--- src/hw/rtl/sspq_pkg.sv ---
// ----------------------------------------------------------------------------
// sspq_pkg
// Shared types and constants for the stable sorted priority queue.
// ----------------------------------------------------------------------------
package sspq_pkg;

    localparam int DEPTH_DEF        = 16;
    localparam int PAYLOAD_BITS_DEF = 32;
    localparam int PRIO_BITS        = 8;
    localparam int ID_BITS          = 16;
    localparam int STATUS_BITS      = 2;

    typedef enum logic [1:0] {
        CMD_INSERT = 2'd0,
        CMD_REMOVE = 2'd1,
        CMD_CHECK  = 2'd2,
        CMD_CLEAR  = 2'd3
    } t_cmd;

    typedef enum logic [STATUS_BITS-1:0] {
        ST_OK    = 2'd0,
        ST_EMPTY = 2'd1,
        ST_FULL  = 2'd2
    } t_status;

    typedef enum logic [1:0] {
        CELL_HOLD   = 2'd0,
        CELL_INSERT = 2'd1,
        CELL_REMOVE = 2'd2
    } t_cell_op;

    typedef struct packed {
        t_cell_op op;
        logic     match_en;
    } t_cell_ctl;

endpackage

--- src/hw/rtl/sspq_cmd_if.sv ---
// ----------------------------------------------------------------------------
// sspq_cmd_if
// Command channel: one queue command per item, valid/ready handshake.
// ----------------------------------------------------------------------------
interface sspq_cmd_if #(
    parameter int PAYLOAD_BITS = sspq_pkg::PAYLOAD_BITS_DEF
);
    logic                          valid;
    logic                          ready;
    logic [1:0]                    cmd;
    logic [sspq_pkg::PRIO_BITS-1:0] prio;
    logic [sspq_pkg::ID_BITS-1:0]  proc_id;
    logic [PAYLOAD_BITS-1:0]       payload;

    modport source (output valid, output cmd, output prio, output proc_id,
                    output payload, input ready);
    modport sink   (input valid, input cmd, input prio, input proc_id,
                    input payload, output ready);
endinterface

--- src/hw/rtl/sspq_res_if.sv ---
// ----------------------------------------------------------------------------
// sspq_res_if
// Result channel: one result item per command, valid/ready handshake.
// ----------------------------------------------------------------------------
interface sspq_res_if #(
    parameter int DEPTH        = sspq_pkg::DEPTH_DEF,
    parameter int PAYLOAD_BITS = sspq_pkg::PAYLOAD_BITS_DEF
);
    localparam int COUNT_BITS = $clog2(DEPTH + 1);

    logic                             valid;
    logic                             ready;
    logic [sspq_pkg::PRIO_BITS-1:0]   out_prio;
    logic [sspq_pkg::ID_BITS-1:0]     out_proc_id;
    logic [PAYLOAD_BITS-1:0]          out_payload;
    logic                             found;
    logic [sspq_pkg::STATUS_BITS-1:0] status;
    logic [COUNT_BITS-1:0]            count;

    modport source (output valid, output out_prio, output out_proc_id,
                    output out_payload, output found, output status,
                    output count, input ready);
    modport sink   (input valid, input out_prio, input out_proc_id,
                    input out_payload, input found, input status,
                    input count, output ready);
endinterface

--- src/hw/rtl/sspq_cell.sv ---
// ----------------------------------------------------------------------------
// sspq_cell
// One slot of the sorted chain: holds an entry, opens a gap for an insert,
// takes its right neighbour on a remove, and flags a process id match.
// ----------------------------------------------------------------------------
module sspq_cell #(
    parameter int INDEX        = 0,
    parameter int PAYLOAD_BITS = sspq_pkg::PAYLOAD_BITS_DEF,
    parameter int COUNT_BITS   = 5
) (
    input  logic                           i_clk,
    input  sspq_pkg::t_cell_ctl            i_ctl,
    input  logic [COUNT_BITS-1:0]          i_count,
    input  logic [sspq_pkg::PRIO_BITS-1:0] i_prio,
    input  logic [sspq_pkg::ID_BITS-1:0]   i_pid,
    input  logic [PAYLOAD_BITS-1:0]        i_pay,
    input  logic                           i_left_stay,
    input  logic [sspq_pkg::PRIO_BITS-1:0] i_left_prio,
    input  logic [sspq_pkg::ID_BITS-1:0]   i_left_pid,
    input  logic [PAYLOAD_BITS-1:0]        i_left_pay,
    input  logic [sspq_pkg::PRIO_BITS-1:0] i_right_prio,
    input  logic [sspq_pkg::ID_BITS-1:0]   i_right_pid,
    input  logic [PAYLOAD_BITS-1:0]        i_right_pay,
    output logic                           o_stay,
    output logic [sspq_pkg::PRIO_BITS-1:0] o_prio,
    output logic [sspq_pkg::ID_BITS-1:0]   o_pid,
    output logic [PAYLOAD_BITS-1:0]        o_pay,
    output logic                           o_match
);
    localparam logic [COUNT_BITS-1:0] SLOT = COUNT_BITS'(INDEX);

    logic [sspq_pkg::PRIO_BITS-1:0] r_prio;
    logic [sspq_pkg::ID_BITS-1:0]   r_pid;
    logic [PAYLOAD_BITS-1:0]        r_pay;
    logic                           r_match;
    logic                           w_occupied;
    logic                           w_stay;

    assign w_occupied = SLOT < i_count;
    // equal priority stays ahead of the newcomer
    assign w_stay     = w_occupied && (r_prio <= i_prio);

    always_ff @(posedge i_clk) begin
        case (i_ctl.op)
            sspq_pkg::CELL_INSERT: begin
                if (!w_stay) begin
                    if (i_left_stay) begin
                        r_prio <= i_prio;
                        r_pid  <= i_pid;
                        r_pay  <= i_pay;
                    end else begin
                        r_prio <= i_left_prio;
                        r_pid  <= i_left_pid;
                        r_pay  <= i_left_pay;
                    end
                end
            end
            sspq_pkg::CELL_REMOVE: begin
                r_prio <= i_right_prio;
                r_pid  <= i_right_pid;
                r_pay  <= i_right_pay;
            end
            default: begin
            end
        endcase
        if (i_ctl.match_en) begin
            r_match <= w_occupied && (r_pid == i_pid);
        end
    end

    assign o_stay  = w_stay;
    assign o_prio  = r_prio;
    assign o_pid   = r_pid;
    assign o_pay   = r_pay;
    assign o_match = r_match;

endmodule

--- src/hw/rtl/stable_sorted_priority_queue.sv ---
// ----------------------------------------------------------------------------
// stable_sorted_priority_queue
// Bounded min-first queue of process entries held in a sorted chain of cells.
// ----------------------------------------------------------------------------
// Each command item passes through the idle, execute and fold states: in
// idle the accepting edge latches the command, in execute every cell of
// the chain is updated at once (insert, remove or id compare), and in
// fold the per-cell match flags are folded and the result register is
// loaded. A new item is taken only once the previous result is loaded and
// the block is back in idle, so items do not overlap; a full result
// register holds the block in its final step. Equal priorities leave in
// arrival order. Insert on a full queue and remove on an empty one report
// a status and change nothing. Clear only resets the entry count.
// ----------------------------------------------------------------------------
module stable_sorted_priority_queue #(
    parameter int DEPTH        = sspq_pkg::DEPTH_DEF,
    parameter int PAYLOAD_BITS = sspq_pkg::PAYLOAD_BITS_DEF
) (
    input  logic        i_clk,
    input  logic        i_rst_n,
    sspq_cmd_if.sink    i_cmd,
    sspq_res_if.source  o_res
);
    localparam int COUNT_BITS = $clog2(DEPTH + 1);
    localparam int PB         = sspq_pkg::PRIO_BITS;
    localparam int IB         = sspq_pkg::ID_BITS;
    localparam logic [COUNT_BITS-1:0] FULL_COUNT = COUNT_BITS'(DEPTH);

    typedef enum logic [1:0] {
        S_IDLE,
        S_EXEC,
        S_FOLD
    } t_state;

    t_state                  r_state;
    sspq_pkg::t_cmd          r_cmd;
    logic [PB-1:0]           r_prio;
    logic [IB-1:0]           r_pid;
    logic [PAYLOAD_BITS-1:0] r_pay;
    logic [COUNT_BITS-1:0]   r_count;

    logic [PB-1:0]           r_res_prio;
    logic [IB-1:0]           r_res_pid;
    logic [PAYLOAD_BITS-1:0] r_res_pay;
    sspq_pkg::t_status       r_res_status;

    logic                    r_out_valid;
    logic [PB-1:0]           r_out_prio;
    logic [IB-1:0]           r_out_pid;
    logic [PAYLOAD_BITS-1:0] r_out_pay;
    logic                    r_out_found;
    sspq_pkg::t_status       r_out_status;
    logic [COUNT_BITS-1:0]   r_out_count;

    sspq_pkg::t_cell_ctl     w_ctl;
    logic                    w_found;
    logic                    w_load;

    logic [PB-1:0]           w_prio  [DEPTH];
    logic [IB-1:0]           w_pid   [DEPTH];
    logic [PAYLOAD_BITS-1:0] w_pay   [DEPTH];
    logic [DEPTH-1:0]        w_stay;
    logic [DEPTH-1:0]        w_match;

    // cell control: broadcast to the whole chain during the execute step
    always_comb begin
        w_ctl.op       = sspq_pkg::CELL_HOLD;
        w_ctl.match_en = (r_state == S_EXEC);
        if (r_state == S_EXEC) begin
            if (r_cmd == sspq_pkg::CMD_INSERT && r_count != FULL_COUNT) begin
                w_ctl.op = sspq_pkg::CELL_INSERT;
            end else if (r_cmd == sspq_pkg::CMD_REMOVE && r_count != '0) begin
                w_ctl.op = sspq_pkg::CELL_REMOVE;
            end
        end
    end

    genvar g;
    generate
        for (g = 0; g < DEPTH; g++) begin : g_cell
            logic                    w_lstay;
            logic [PB-1:0]           w_lprio;
            logic [IB-1:0]           w_lpid;
            logic [PAYLOAD_BITS-1:0] w_lpay;
            logic [PB-1:0]           w_rprio;
            logic [IB-1:0]           w_rpid;
            logic [PAYLOAD_BITS-1:0] w_rpay;

            // the head sees a virtual neighbour that always holds its place
            if (g == 0) begin : g_head
                assign w_lstay = 1'b1;
                assign w_lprio = r_prio;
                assign w_lpid  = r_pid;
                assign w_lpay  = r_pay;
            end else begin : g_body
                assign w_lstay = w_stay[g-1];
                assign w_lprio = w_prio[g-1];
                assign w_lpid  = w_pid[g-1];
                assign w_lpay  = w_pay[g-1];
            end

            if (g == DEPTH - 1) begin : g_tail
                assign w_rprio = '0;
                assign w_rpid  = '0;
                assign w_rpay  = '0;
            end else begin : g_inner
                assign w_rprio = w_prio[g+1];
                assign w_rpid  = w_pid[g+1];
                assign w_rpay  = w_pay[g+1];
            end

            sspq_cell #(
                .INDEX        (g),
                .PAYLOAD_BITS (PAYLOAD_BITS),
                .COUNT_BITS   (COUNT_BITS)
            ) u_cell (
                .i_clk        (i_clk),
                .i_ctl        (w_ctl),
                .i_count      (r_count),
                .i_prio       (r_prio),
                .i_pid        (r_pid),
                .i_pay        (r_pay),
                .i_left_stay  (w_lstay),
                .i_left_prio  (w_lprio),
                .i_left_pid   (w_lpid),
                .i_left_pay   (w_lpay),
                .i_right_prio (w_rprio),
                .i_right_pid  (w_rpid),
                .i_right_pay  (w_rpay),
                .o_stay       (w_stay[g]),
                .o_prio       (w_prio[g]),
                .o_pid        (w_pid[g]),
                .o_pay        (w_pay[g]),
                .o_match      (w_match[g])
            );
        end
    endgenerate

    assign w_found = (r_cmd == sspq_pkg::CMD_CHECK) && (|w_match);
    assign w_load  = (r_state == S_FOLD) && (!r_out_valid || o_res.ready);

    always_ff @(posedge i_clk) begin
        if (!i_rst_n) begin
            r_state     <= S_IDLE;
            r_count     <= '0;
            r_out_valid <= 1'b0;
        end else begin
            if (w_load) begin
                r_out_valid <= 1'b1;
            end else if (o_res.ready) begin
                r_out_valid <= 1'b0;
            end
            case (r_state)
                S_IDLE: begin
                    if (i_cmd.valid) begin
                        r_cmd   <= sspq_pkg::t_cmd'(i_cmd.cmd);
                        r_prio  <= i_cmd.prio;
                        r_pid   <= i_cmd.proc_id;
                        r_pay   <= i_cmd.payload;
                        r_state <= S_EXEC;
                    end
                end
                S_EXEC: begin
                    r_res_prio   <= '0;
                    r_res_pid    <= '0;
                    r_res_pay    <= '0;
                    r_res_status <= sspq_pkg::ST_OK;
                    case (r_cmd)
                        sspq_pkg::CMD_INSERT: begin
                            if (r_count == FULL_COUNT) begin
                                r_res_status <= sspq_pkg::ST_FULL;
                            end else begin
                                r_count <= r_count + 1'b1;
                            end
                        end
                        sspq_pkg::CMD_REMOVE: begin
                            if (r_count == '0) begin
                                r_res_status <= sspq_pkg::ST_EMPTY;
                            end else begin
                                r_res_prio <= w_prio[0];
                                r_res_pid  <= w_pid[0];
                                r_res_pay  <= w_pay[0];
                                r_count    <= r_count - 1'b1;
                            end
                        end
                        sspq_pkg::CMD_CLEAR: begin
                            r_count <= '0;
                        end
                        default: begin
                        end
                    endcase
                    r_state <= S_FOLD;
                end
                S_FOLD: begin
                    // hold until the result register is free
                    if (w_load) begin
                        r_out_prio   <= r_res_prio;
                        r_out_pid    <= r_res_pid;
                        r_out_pay    <= r_res_pay;
                        r_out_found  <= w_found;
                        r_out_status <= r_res_status;
                        r_out_count  <= r_count;
                        r_state      <= S_IDLE;
                    end
                end
                default: begin
                    r_state <= S_IDLE;
                end
            endcase
        end
    end

    assign i_cmd.ready       = (r_state == S_IDLE);
    assign o_res.valid       = r_out_valid;
    assign o_res.out_prio    = r_out_prio;
    assign o_res.out_proc_id = r_out_pid;
    assign o_res.out_payload = r_out_pay;
    assign o_res.found       = r_out_found;
    assign o_res.status      = r_out_status;
    assign o_res.count       = r_out_count;

`ifndef ASSERT_OFF
    a_count_bound: assert property (@(posedge i_clk) disable iff (!i_rst_n)
        r_count <= FULL_COUNT)
        else $error("entry count beyond depth");

    a_insert_grows: assert property (@(posedge i_clk) disable iff (!i_rst_n)
        (r_state == S_EXEC && r_cmd == sspq_pkg::CMD_INSERT && r_count != FULL_COUNT)
        |=> r_count == $past(r_count) + 1'b1)
        else $error("insert did not add one entry");

    a_empty_zero: assert property (@(posedge i_clk) disable iff (!i_rst_n)
        (o_res.valid && o_res.status == sspq_pkg::ST_EMPTY)
        |-> (o_res.count == '0 && o_res.out_prio == '0 && o_res.out_proc_id == '0))
        else $error("remove on empty queue reported an entry");

    a_found_ok: assert property (@(posedge i_clk) disable iff (!i_rst_n)
        (o_res.valid && o_res.found)
        |-> (o_res.status == sspq_pkg::ST_OK && o_res.count != '0))
        else $error("match reported on an empty queue");
`endif

endmodule
--- src/flat_wrapper.sv ---
// flat-port wrapper written by rule: the top's interface ports become plain ports
module stable_sorted_priority_queue_flat 
#(
    parameter int DEPTH        = sspq_pkg::DEPTH_DEF,
    parameter int PAYLOAD_BITS = sspq_pkg::PAYLOAD_BITS_DEF
)
  (i_clk, i_rst_n, i_cmd_valid, i_cmd_cmd, i_cmd_prio, i_cmd_proc_id, i_cmd_payload, i_cmd_ready, o_res_valid, o_res_out_prio, o_res_out_proc_id, o_res_out_payload, o_res_found, o_res_status, o_res_count, o_res_ready);
  sspq_cmd_if #(.PAYLOAD_BITS(PAYLOAD_BITS)) i_cmd_i ();
  sspq_res_if #(.DEPTH(DEPTH), .PAYLOAD_BITS(PAYLOAD_BITS)) o_res_i ();
  input  logic i_clk;
  input  logic i_rst_n;
  input wire logic [$bits(i_cmd_i.valid)-1:0] i_cmd_valid;
  input wire logic [$bits(i_cmd_i.cmd)-1:0] i_cmd_cmd;
  input wire logic [$bits(i_cmd_i.prio)-1:0] i_cmd_prio;
  input wire logic [$bits(i_cmd_i.proc_id)-1:0] i_cmd_proc_id;
  input wire logic [$bits(i_cmd_i.payload)-1:0] i_cmd_payload;
  output wire logic [$bits(i_cmd_i.ready)-1:0] i_cmd_ready;
  output wire logic [$bits(o_res_i.valid)-1:0] o_res_valid;
  output wire logic [$bits(o_res_i.out_prio)-1:0] o_res_out_prio;
  output wire logic [$bits(o_res_i.out_proc_id)-1:0] o_res_out_proc_id;
  output wire logic [$bits(o_res_i.out_payload)-1:0] o_res_out_payload;
  output wire logic [$bits(o_res_i.found)-1:0] o_res_found;
  output wire logic [$bits(o_res_i.status)-1:0] o_res_status;
  output wire logic [$bits(o_res_i.count)-1:0] o_res_count;
  input wire logic [$bits(o_res_i.ready)-1:0] o_res_ready;
  assign i_cmd_i.valid = i_cmd_valid;
  assign i_cmd_i.cmd = i_cmd_cmd;
  assign i_cmd_i.prio = i_cmd_prio;
  assign i_cmd_i.proc_id = i_cmd_proc_id;
  assign i_cmd_i.payload = i_cmd_payload;
  assign i_cmd_ready = i_cmd_i.ready;
  assign o_res_valid = o_res_i.valid;
  assign o_res_out_prio = o_res_i.out_prio;
  assign o_res_out_proc_id = o_res_i.out_proc_id;
  assign o_res_out_payload = o_res_i.out_payload;
  assign o_res_found = o_res_i.found;
  assign o_res_status = o_res_i.status;
  assign o_res_count = o_res_i.count;
  assign o_res_i.ready = o_res_ready;
  stable_sorted_priority_queue #(.DEPTH(DEPTH), .PAYLOAD_BITS(PAYLOAD_BITS)) u_core (.i_clk(i_clk), .i_rst_n(i_rst_n), .i_cmd(i_cmd_i), .o_res(o_res_i));
endmodule
--- config.mk ---
export PLATFORM = sky130hd
export DESIGN_NAME = stable_sorted_priority_queue_flat
export DESIGN_NICKNAME = d
export VERILOG_FILES = /design/src/hw/rtl/sspq_pkg.sv /design/src/hw/rtl/sspq_cmd_if.sv /design/src/hw/rtl/sspq_res_if.sv /design/src/hw/rtl/sspq_cell.sv /design/src/hw/rtl/stable_sorted_priority_queue.sv /design/src/flat_wrapper.sv
export SDC_FILE = /design/constraint.sdc
export NUM_CORES = 2
export LEC_CHECK = 0
export ABC_AREA = 1
export BUFFER_PORTS_ARGS = -buffer_cell sky130_fd_sc_hd__buf_2
export CAP_MARGIN = 5
export CORE_ASPECT_RATIO = 1.2
export CORE_MARGIN = 1
export CORE_UTILIZATION = 58
export CTS_CLUSTER_SIZE = 12
export DETAILED_ROUTE_END_ITERATION = 7
export PLACE_DENSITY_LB_ADDON = 0.25
export RECOVER_POWER = 100
export REMOVE_ABC_BUFFERS = 1
export SYNTH_ARGS = -nofsm -noshare
export SYNTH_HDL_FRONTEND = slang
export SYNTH_HIERARCHICAL = 1
export SYNTH_SLANG_ARGS = --single-unit
--- constraint.sdc ---
create_clock -name i_clk -period 8.77 [get_ports i_clk]
set_clock_uncertainty 0.1 [all_clocks]
set_input_delay 1.754 -clock i_clk [delete_from_list [all_inputs] [get_ports i_clk]]
set_output_delay 1.754 -clock i_clk [all_outputs]
set_load 0.02 [all_outputs]
==> Word-level counts from Yosys, hierarchy flattened <==
Cells that the tools add are included.
{ "totals": {"register_bits": 1100, "ramBits": 0, "latch_bits": 0, "n_memories": 0, "elab_cells": 384, "mem_bits_ro": 0, "input_bits": 62, "out_inout_bits": 66} }
{ "classes": {"mux": 155, "n_lt_le_gt_ge": 32, "shifts": 0, "div_mod_pow": 0, "add_sub_neg": 2, "eq_ne": 45, "bitwise_logic": 1, "reduce_logical": 68, "mul": 0} }
{ "ops": {"columns": ["cell", "count"], "rows": [
  ["32-bit one-hot mux with 2 select lines", 16],
  ["32-bit two-way mux", 31],
  ["16-bit one-hot mux with 2 select lines", 16],
  ["16-bit two-way mux", 31],
  ["16-bit == test", 16],
  ["8-bit one-hot mux with 2 select lines", 16],
  ["8-bit two-way mux", 31],
  ["8-bit <= comparator", 16],
  ["4-bit by 5-bit less-than comparator with 1-bit output, first input constant", 8],
  ["2-bit != test, second input constant", 19],
  ["1-bit logical AND", 36],
  ["2-bit AND reduction", 18],
  ["3-bit by 5-bit less-than comparator with 1-bit output, first input constant", 4],
  ["16-bit OR reduction", 1],
  ["5-bit one-hot mux with 3 select lines", 1],
  ["2-bit two-way mux", 6],
  ["1-bit by 5-bit less-than comparator with 1-bit output, first input constant", 2],
  ["2-bit by 5-bit less-than comparator with 1-bit output, first input constant", 2],
  ["5-bit two-way mux", 2],
  ["2-bit == test, second input constant", 4],
  ["2-bit by 1-bit == test with 1-bit output, second input constant", 3],
  ["2-bit one-hot mux with 3 select lines", 1],
  ["3-bit AND reduction", 2],
  ["5-bit by 1-bit adder with 5-bit output, second input constant", 1],
  ["other kinds (16)", 20]
]} }

==> Depth between registers and ports, before layout <==
{ "logic_depth": {"word_depth": 8, "depth_mapped": 18, "depth_no_buf": 16} }

==> Hierarchy <==
The synthesis kept the hierarchy.
{ "by_module_without_submodules": {"columns": ["module", "area_per_inst_um2", "seq_area_each_um2", "cells_each", "instances"], "rows": [
  ["sspq_cell at u_core.g_cell[12].u_cell ...", 3530.9, 1711.6, 383, 2],
  ["sspq_cell at u_core.g_cell[0].u_cell ...", 3528.4, 1711.6, 383, 2],
  ["sspq_cell at u_core.g_cell[10].u_cell ...", 3335.7, 1711.6, 384, 2],
  ["stable_sorted_priority_queue", 6525.0, 5565.3, 404, 1],
  ["sspq_cell at u_core.g_cell[7].u_cell", 3559.7, 1711.6, 396, 1],
  ["sspq_cell at u_core.g_cell[1].u_cell", 3543.4, 1711.6, 387, 1],
  ["sspq_cell at u_core.g_cell[15].u_cell", 3540.9, 1711.6, 396, 1],
  ["sspq_cell at u_core.g_cell[4].u_cell", 3532.1, 1711.6, 384, 1],
  ["sspq_cell at u_core.g_cell[6].u_cell", 3528.4, 1711.6, 384, 1],
  ["sspq_cell at u_core.g_cell[13].u_cell", 3527.1, 1711.6, 391, 1],
  ["sspq_cell at u_core.g_cell[5].u_cell", 3419.5, 1711.6, 391, 1],
  ["sspq_cell at u_core.g_cell[3].u_cell", 3359.5, 1711.6, 389, 1],
  ["sspq_cell at u_core.g_cell[11].u_cell", 3355.7, 1711.6, 387, 1],
  ["sspq_cell at u_core.g_cell[14].u_cell", 3354.5, 1711.6, 389, 1]
]} }

==> Worst setup path after synthesis <==
No wires, ideal clock.
{ "synth_timing": {"kind": "input -> register", "startpoint": "in i_rst_n", "endpoint": "reg u_core.r_out_count[0] (netlist: u_core/o_res.count[0]), enable pin", "path_slack_ns": -0.028, "t_arrival_ns": 8.054, "setup_ns": 0.644, "path_stages": 2, "required_time_ns": 8.026, "path_buffers": 0, "path_cell_list": "clkinv_1 > nor4_1"} }
{ "synth_via": {"elab_chain_cells": 1} }
{ "synth_rtl": {"columns": ["element", "line", "rtl"], "rows": [
  ["from (decl)", "flat_wrapper.sv:11", "input logic i_rst_n;"],
  ["3-bit AND reduction (no source line)", null, null],
  ["to (signal assigned)", "stable_sorted_priority_queue.sv:202", "r_out_count <= r_count;"],
  ["to (decl)", "stable_sorted_priority_queue.sv:53", "logic [COUNT_BITS-1:0] r_out_count;"]
]} }
Every way passes these cells.
A chain may end at the register's enable or synchronous reset.

==> run summary <==
=====================================================================================
Beginning of the critical path                                           u_core/r_count[3]$_SDFFE_PN0P_
Cell area after technology mapping                                          62000 µm²
Largest stage delay, worst path                                               2090 ps
RSZ-0062 raised after global routing                                            false
Period minus WS final                                                         6270 ps
Worst Tran Pin Value                                                          3470 ps
Clock root buffer                                                           clkbuf_16
Fraction of layout cells with a size suffix above 1                             9.30%
Number of remaining DRC errors                                                      0
Initial Util                                                                    58.4%
Post-synthesis area per instance                                             9.40 µm²
Number of max-capacitance violations reported                                       5
Clock latency on the worst-skew pair                                           730 ps
Post-Synthesis Cells                                                             6597
Clock-pin slew of the registers on the worst-case setup and hold paths          60 ps
Grt ovf                                                                             0
Aggregate global-route resource usage                                           27.4%
Summed negative setup slack over all endpoints                                   0 ps
Status                                                                   finished with violations
Reg2Reg Capture Point                                                    u_core/g_cell[14].u_cell/o_pay[26]$_DFFE_PP_
Die area                                                                   108000 µm²
# fillers                                                                        8959
Global-route wire length before repair                                      238000 µm
Period utilisation layout                                                       71.5%
Core region area                                                           106000 µm²
Number of global-route vias before repair                                       43636
Antenna-violating nets left                                                         0
Kind of capture point of the worst setup path                                    flop
Global placement routability congestion                                         0.891
Initial antenna violation count                                                     2
Hold violation count in the final report                                            0
Via count                                                                       46497
Routed wire length                                                          150000 µm
Design area                                                                 65500 µm²
Total Power Consumption                                                       11.2 mW
# setup viols final                                                                 0
Count of synthesis-stage warnings from yosys                                        6
Count of pins over their slew limit                                               246
Number of H-tree branching levels                                                   3
Flop2flop setup slack                                                         2500 ps
End point of the critical path                                           u_core/g_cell[14].u_cell/o_pay[26]$_DFFE_PP_
DR iter-0 viols                                                                  4608
Hold Buf Count CTS                                                                  0
Pre-Repair DR Iteration Count                                                       6
P&R area growth vs syn                                                          5.53%
Total Nets Final                                                                 6774
Highest-count cells in the layout ignoring fill and taps                 nand2_1, nor2_1, edfxtp_1, a31oi_1, inv_1
Number of port buffers                                                            127
Violations in the final reports                                          max-capacitance violations, max-slew violations
Worst hold path class                                                    flop to flop
Maximum clock frequency                                                     0.160 GHz
Average wire per standard cell                                                18.6 µm
Maximum number of pins on one net before global-route repair                      128
Clock buffer depth                                                                  3
Critical Path, Cell by Cell                                              nor2_1, nand2_1, o21ai_4, clkbuf_1, nor2_1, buf_12, nand2_4, nand2_1, buf_4
Pleak                                                                         25.1 nW
Number of clock sinks seen by CTS                                                1100
Cell with the largest stage delay on the worst path                          clkbuf_1
Required time of the critical path                                            9090 ps
Post-CTS Setup Inserts                                                              0
Worst slew margin relative to its limit                                         -132%
Die H                                                                          360 µm
Worst r2r src                                                            u_core/r_count[3]$_SDFFE_PN0P_
Maximum fanout along the worst path                                               127
Inserted Clock Buffers                                                            111
Depth of the worst register-to-register path                                        9
Power per unit of standard cell area                                       171 nW/µm²
Placed cell areas                                                           62500 µm²
Peak supply drop                                                               171 µV
CTS resizes                                                                         0
Startpoint kind of the worst setup timing path                                   flop
Number of top-level design ports                                                  128
Width of the chip                                                              301 µm
Type of the worst setup path                                             flop to flop
CTS tree                                                                         done
Std cell rows                                                                     131
HPWL reported at the end of detailed placement                              106000 µm
CP Data Arrival Time                                                          6580 ps
Number of vias per cell after detailed routing                                   5.78
Commonest non-fill, non-tap cell in the layout                                nand2_1
=====================================================================================
-- flip-flops by register name (all words and copies together) (netlist names) --
name                          cells
u_core/g_cell.u_cell/o_match     16
u_core/g_cell.u_cell/o_pay      512
u_core/g_cell.u_cell/o_pid      256
u_core/g_cell.u_cell/o_prio     128
u_core/g_cell.w_lpay             32
u_core/g_cell.w_lpid             16
u_core/g_cell.w_lprio             8
u_core/o_res.count                5
u_core/o_res.found                1
u_core/o_res.out_payload         32
u_core/o_res.out_prio             8
u_core/o_res.out_proc_id         16
u_core/o_res.status               2
u_core/o_res.valid                1
u_core/r_cmd                      2
u_core/r_count                    5
u_core/r_res_pay                 32
u_core/r_res_pid                 16
u_core/r_res_prio                 8
u_core/r_res_status               2
u_core/r_state                    2
-- per-stage QoR --
stage	cells	worst slack [ps]	utilization, %	hold WS, ps
after global placement	7864	4270	58.9	301
after CTS	8049	4130	61.9	314
after detailed placement	7864	4170	58.9	305
after floorplan	6264	-2250	-	300
after global routing	8051	2000	61.6	319
final	8051	2500	61.6	313
-- cell type report --
type	count	area [µm²]	share of cell area, %
diodes	1	2.50	0.00382
clock buffers	141	2890	4.42
clock inverters	44	359	0.549
inverters	393	1500	2.29
multi-input cells	4771	24900	38.0
flip-flops and latches	1100	33000	50.3
well taps	1396	1750	2.67
repair buffers	205	1150	1.75
-- critical path, delay by kind of cell (launching register included) --
family          cells  cell delay, ps
buf+inv             3            3060
simple gates        5            1890
flops               1             580
compound gates      1             130
-- worst min-delay path by stage --
stage | startpoint | depth (start not counted) | end
floorplan | u_core/r_res_pay[0]$_SDFFCE_PP0P_ | 0 | u_core/o_res.out_payload[0]$_DFFE_PP_
global placement | u_core/r_res_pay[12]$_SDFFCE_PP0P_ | 0 | u_core/o_res.out_payload[12]$_DFFE_PP_
detailed placement | u_core/r_res_pay[12]$_SDFFCE_PP0P_ | 0 | u_core/o_res.out_payload[12]$_DFFE_PP_
CTS | u_core/r_res_pid[14]$_SDFFCE_PP0P_ | 0 | u_core/o_res.out_proc_id[14]$_DFFE_PP_
global route | u_core/r_res_prio[6]$_SDFFCE_PP0P_ | 0 | u_core/o_res.out_prio[6]$_DFFE_PP_
finish | u_core/r_res_pid[14]$_SDFFCE_PP0P_ | 0 | u_core/o_res.out_proc_id[14]$_DFFE_PP_
-- layer usage --
layer | wire length [µm] | part of all wire [%] | global-route usage, % | up-vias
met2 | 69500 | 46 | 44.2 | 1801
met3 | 10800 | 7.2 | 3.08 | 276
met5 | 0 | 0 | 0 | -
met4 | 5580 | 3.7 | 11.1 | 0
met1 | 64100 | 43 | 37.8 | 21822
li1 | - | - | - | 22598
-- report_power, final --
group / total, mW / switching, mW / internal, mW
clock: 4.42 / 2.01 / 2.40
combinational: 0.708 / 0.460 / 0.248
sequential: 6.04 / 0.130 / 5.91
total: 11.2 / 2.60 / 8.56
(Power assumes the default switching activity.)
